**src/hdl/tpk_pkg.sv**
```systemverilog
// tpk_pkg: shared types and constants for the trade position keeper
// holds command codes, the position row layout and default sizes
// no dependencies

package tpk_pkg;

  localparam int ORDER_SLOTS_DEF = 65536;
  localparam int USER_SLOTS_DEF  = 1024;
  localparam int MAX_USERS       = 1024;  // user ids are 10 bits

  typedef enum logic [2:0] {
    CMD_NEW_USER  = 3'd0,
    CMD_REG_ORDER = 3'd1,
    CMD_FILL      = 3'd2,
    CMD_LOOKUP    = 3'd3,
    CMD_READ_POS  = 3'd4
  } cmd_t;

  // net position is not stored: it always equals bq - sq modulo 2^64
  typedef struct packed {
    logic [63:0] bq;
    logic [63:0] bv;
    logic [63:0] sq;
    logic [63:0] sv;
  } pos_row_t;

endpackage

```
**src/hdl/tpk_fill_math.sv**
```systemverilog
// tpk_fill_math: fill value multiplier and position row update
// registers price * qty when an item is taken, then adds one side of the fill
// depends on tpk_pkg

module tpk_fill_math import tpk_pkg::*; (
  input  logic               clk,
  input  logic               load,
  input  logic signed [31:0] price,
  input  logic        [31:0] qty,
  input  logic               taker_buys,
  input  logic               side_taker,
  input  pos_row_t           base,
  output pos_row_t           upd
);

  logic signed [64:0] prod;
  logic        [63:0] value_q;
  logic        [63:0] qty_q;
  logic               tbuy_q;
  logic               buys;

  // signed price times unsigned qty, low 64 bits
  assign prod = $signed(price) * $signed({1'b0, qty});

  always_ff @(posedge clk) begin
    if (load) begin
      value_q <= prod[63:0];
      qty_q   <= {32'd0, qty};
      tbuy_q  <= taker_buys;
    end
  end

  assign buys = side_taker ? tbuy_q : !tbuy_q;

  always_comb begin
    upd = base;
    if (buys) begin
      upd.bq = base.bq + qty_q;
      upd.bv = base.bv + value_q;
    end else begin
      upd.sq = base.sq + qty_q;
      upd.sv = base.sv + value_q;
    end
  end

endmodule
```
**config.mk**
```make
export PLATFORM = sky130hd
export DESIGN_NAME = tpk_fill_math
export DESIGN_NICKNAME = d
export VERILOG_FILES = /design/src/hdl/tpk_pkg.sv /design/src/hdl/tpk_fill_math.sv
export SDC_FILE = /design/constraint.sdc
export NUM_CORES = 2
export LEC_CHECK = 0
export ABC_AREA = 1
export BUFFER_PORTS_ARGS = -buffer_cell sky130_fd_sc_hd__buf_4
export CELL_PAD_IN_SITES_DETAIL_PLACEMENT = 0
export CELL_PAD_IN_SITES_GLOBAL_PLACEMENT = 1
export CORE_MARGIN = 3
export CORE_UTILIZATION = 45
export CTS_CLUSTER_SIZE = 24
export DETAILED_ROUTE_END_ITERATION = 12
export GPL_ROUTABILITY_DRIVEN = 0
export PLACE_DENSITY_LB_ADDON = 0.1
export SETUP_SLACK_MARGIN = 0.5
export SYNTH_ARGS = -nofsm -noshare
export SYNTH_HDL_FRONTEND = slang
export SYNTH_SLANG_ARGS = --single-unit
```
**constraint.sdc**
```tcl
create_clock -name clk -period 10.85 [get_ports clk]
set_input_delay 3.255 -clock clk [delete_from_list [all_inputs] [get_ports clk]]
set_output_delay 3.255 -clock clk [all_outputs]
set_load 0.02 [all_outputs]
```
# [Yosys cells after proc, flatten, opt, wreduce, memory -nomap -nowiden]
# Cells that the tools add are included.
[totals] regBits=97
[op_classes] add_sub_neg=4 n_reduce_logical=1 muxes=3 n_mul=1
[op_table] cell="$mux 128" count=2
[op_table] cell="$add 64x32->64" count=2
[op_table] cell="$add 64x64->64" count=2
[op_table] cell="$mul 32x33->64" count=1
[op_table] cell="$logic_not 1->1" count=1
[op_table] cell="$mux 1" count=1

# [Longest topological paths before layout]
[logic_depth] depth_word=3 depth_mapped=32

# [Least setup slack after synthesis]
# No wires, ideal clock.
[synth_path] path_kind="input to register" startpoint="input port price[5]" endpoint="register value_q[62], data pin" stages=26 n_path_buf=1 arrival_time_ns=8.966 setup_ns=0.252 path_slack_ns=1.632 cell_sequence="clkbuf_1 nand2_1 fa_1 inv_1 fa_1 fa_1 inv_1 fa_1 inv_1 fa_1 fa_1 fa_1 inv_1 fa_1 inv_1 ha_1 a21oi_1 o21ai_0 inv_1 o21ai_0 a21oi_1 nor2_1 nor2_1 nand2_1 nand2_1 nand2_1"
[synth_via] elab_chain_cells=1
[synth_rtl] item="start: declaration" line="tpk_fill_math.sv:8" source="input logic signed [31:0] price,"
[synth_rtl] item="$mul 32x33->64" line="tpk_fill_math.sv:23" source="assign prod = $signed(price) * $signed({1'b0, qty});"
[synth_rtl] item="via prod[62]" line="tpk_fill_math.sv:16" source="logic signed [64:0] prod;"
[synth_rtl] item="end signal: assignment" line="tpk_fill_math.sv:27" source="value_q <= prod[63:0];"
[synth_rtl] item="end: declaration" line="tpk_fill_math.sv:17" source="logic [63:0] value_q;"
# The timed path passes the listed nets, and every way through them passes these cells.
# A chain may end at the register's enable or synchronous reset.

# [Worst setup path in the final report]
[layout_path] startpoint="input port price[8]" endpoint="register value_q[43], data pin"
# Same word-level chain as after synthesis.

==> reports/results.ini <==
[worst_setup_path]
path_cells=buf_4 > buf_4 > nand2_1 > fa_1 > fa_1 > fa_1 > fa_1 > inv_1 > fa_1 > fa_1 > fa_1 > fa_1 > ha_1 > nand2_1 > nor2_1 > inv_1 > nor2_1 > inv_1 > nor2_1 > nand4_1 > nand4_1 > nand2_1
cp.arrival_ns=10.19
crit_fanout=17
critPathRequiredTime_ns=10.98
cp-end-kind=flop
worst-path-buf-inv=5
crit_family=adder cells
crit_path_max_incr_delay_ns=0.60
path_class=in -> reg
worst_setup_path_start_kind=primary input
cp.depth=22
cpMostUsedCell=fa_1
cp_slowest_cell=fa_1

[clocking]
cts_made_buffers=9
post_cts_resized=0
cts_max_path_buffers=2
cts_setup_buffers=0
tritoncts=built
cts-root-buf=clkbuf_16
path_clk_slew_ns=0.08
cts_sinks=97
postCtsHoldBufs=0
cts_max_level=3

[routing]
wire_per_inst_um=20.13
drt_iter0_markers=4934
antenna_left=0
drc_errors=0
num_vias=59310
via_per_inst=5.131
wirelength_um=232700
first_pass_iters=6

[yosys]
ys_seq_area_share_pct=4.841
async_flop_share_pct=0
synth_compound_area_share_pct=5.078
synthSimpleGateAreaFrac_pct=30.57
synth_ff_type=edfxtp_1
synthMuxAreaShare_pct=0
synthDistinctLibCells=45
ys_ff_latch=97
syn_area_um2=60170
synth_top_family_by_area=adder cells
synth_fa_ha_area_share_pct=39.98
syn_nets=11120
synth_xor_area_share_pct=1.994
synth_edf_count=97
synth.avg_cell_area_um2=6.393
yosysWarnings=0
synthCells=9411

[timing]
period_share_pct=92.75
final-setup-viol-count=0
post-route-min-period_ns=10.06
timing.final.hold_violations=0
setup-tns-final_ns=0
final_max_slew_viol_count=0
rsz0062_at_grt=no
worst_slew_pin_slew_ns=1.095
fmax_mhz=99.37
relSlewSlack_pct=27.03

[final_layout]
drive_gt1_share_pct=8.814
layout_commonest_cell=nand2_1
seqCellArea_um2=2913
syn2layout_area_growth_pct=10.54
layout_common_cells=nand2_1 (3209), inv_1 (2516), fa_1 (901)
fill_cells=13960
stdcell_count=11560
nets=11510
multi_input_area_um2=46720
design_area_um2=66510

[die]
chipWidth_um=371.7
die-area_um2=138100
die_h_um=371.7
ios=580
initial_core_util_pct=45.54
row_count=133
core_um2=132100

[global_route]
grt_use_total_pct=33.50
grt_overflow=0
grt_max_degree=182
grt_pass1_wl_um=351200
antenna_found_initial=4
grt_pass1_vias=59350

[status]
outcome=finished clean

[min_path]
hold_path_class=in -> reg
whs_path_depth=1

[placed_design]
place_hpwl_um=200100
dp_cells=11540
port_buffers=579
dpl-instance-area_um2=66190

[job]
cap_violations=0

-- layer usage --
metal | up-vias | share of wire [%] | global-route usage, %
met5 | - | 0 | 0
met4 | 0 | 5.0 | 14.54
met3 | 451 | 6.8 | 3.235
met2 | 2336 | 46 | 55.54
met1 | 28250 | 42 | 44.51
li1 | 28270 | - | -
-- stage by stage --
stage                     setup WS (ns)  hold WS [ns]  utilization [%]
after floorplan                   1.632         3.354                -
after global placement           0.5141         3.487            50.10
after detailed placement         0.4969         3.482            50.10
after CTS                        0.8946         3.085            50.34
after global routing             0.5298         3.092            50.34
final                            0.7867         3.099            50.34
-- state kept, by name (all words and copies together), names as in the netlist --
signal and cells:
value_q 64, tbuy_q 1, qty_q 32
-- cells in the mapped netlist (2+ instances only) --
master | instances | area, um2
a21boi_0 | 6 | 45.04
a21o_1 | 4 | 30.03
a21oi_1 | 276 | 1381
a21oi_2 | 2 | 17.52
a22oi_1 | 2 | 15.01
a31oi_1 | 18 | 112.6
and2_1 | 7 | 43.79
and3_1 | 3 | 18.77
buf_1 | 8 | 30.03
buf_2 | 12 | 60.06
clkbuf_1 | 221 | 829.6
clkinv_1 | 2 | 7.510
edfxtp_1 | 97 | 2913
fa_1 | 901 | 18040
ha_1 | 481 | 6018
inv_1 | 2516 | 9444
inv_2 | 46 | 172.7
nand2_1 | 3209 | 12050
nand2_2 | 52 | 325.3
nand3_1 | 303 | 1516
nand3_2 | 36 | 360.4
nand3b_1 | 85 | 638.1
nand4_1 | 71 | 444.2
nor2_1 | 477 | 1790
nor2_2 | 24 | 150.1
nor2_4 | 22 | 247.7
nor3_1 | 45 | 225.2
nor3_2 | 26 | 260.3
nor3b_1 | 2 | 15.01
nor4_1 | 25 | 156.4
o21a_1 | 6 | 45.04
o21ai_0 | 210 | 1051
o21ai_1 | 20 | 100.1
o21bai_1 | 30 | 225.2
or2_1 | 3 | 18.77
or2_2 | 19 | 118.9
xnor2_1 | 99 | 867.1
xor2_1 | 38 | 332.8
-- final timing paths --
check	startpoint	end	slack, ns
max	price[8]	value_q[43]	0.79
min	taker_buys	tbuy_q	3.10
-- final cells by class --
cell class                 instances  share of cell area, %
multi-input combinational       6508                  70.24
inverter                        2564                  14.48
timing repair buffer             619                  7.118
sequential                        97                  4.379
tap                             1755                  3.301
clock buffer                       9                 0.3386
clock inverter                     6                 0.1373
antenna                            2               0.007525
-- kinds of logic (layout without fill, tap and decap cells) --
family / Yosys count / count (layout)
AND/OR/NAND/NOR: 4411 / 4411
XOR/XNOR: 137 / 137
AO/OA/AOI/OAI: 578 / 578
buffers and inverters: 2806 / 3198
other: 0 / 2
adder cells (fa/ha/maj): 1382 / 1382
flip-flops: 97 / 97
Power is left out: the tool's default activity adds up to more than one toggle a clock period on the data nets, which glitch-free logic cannot reach.
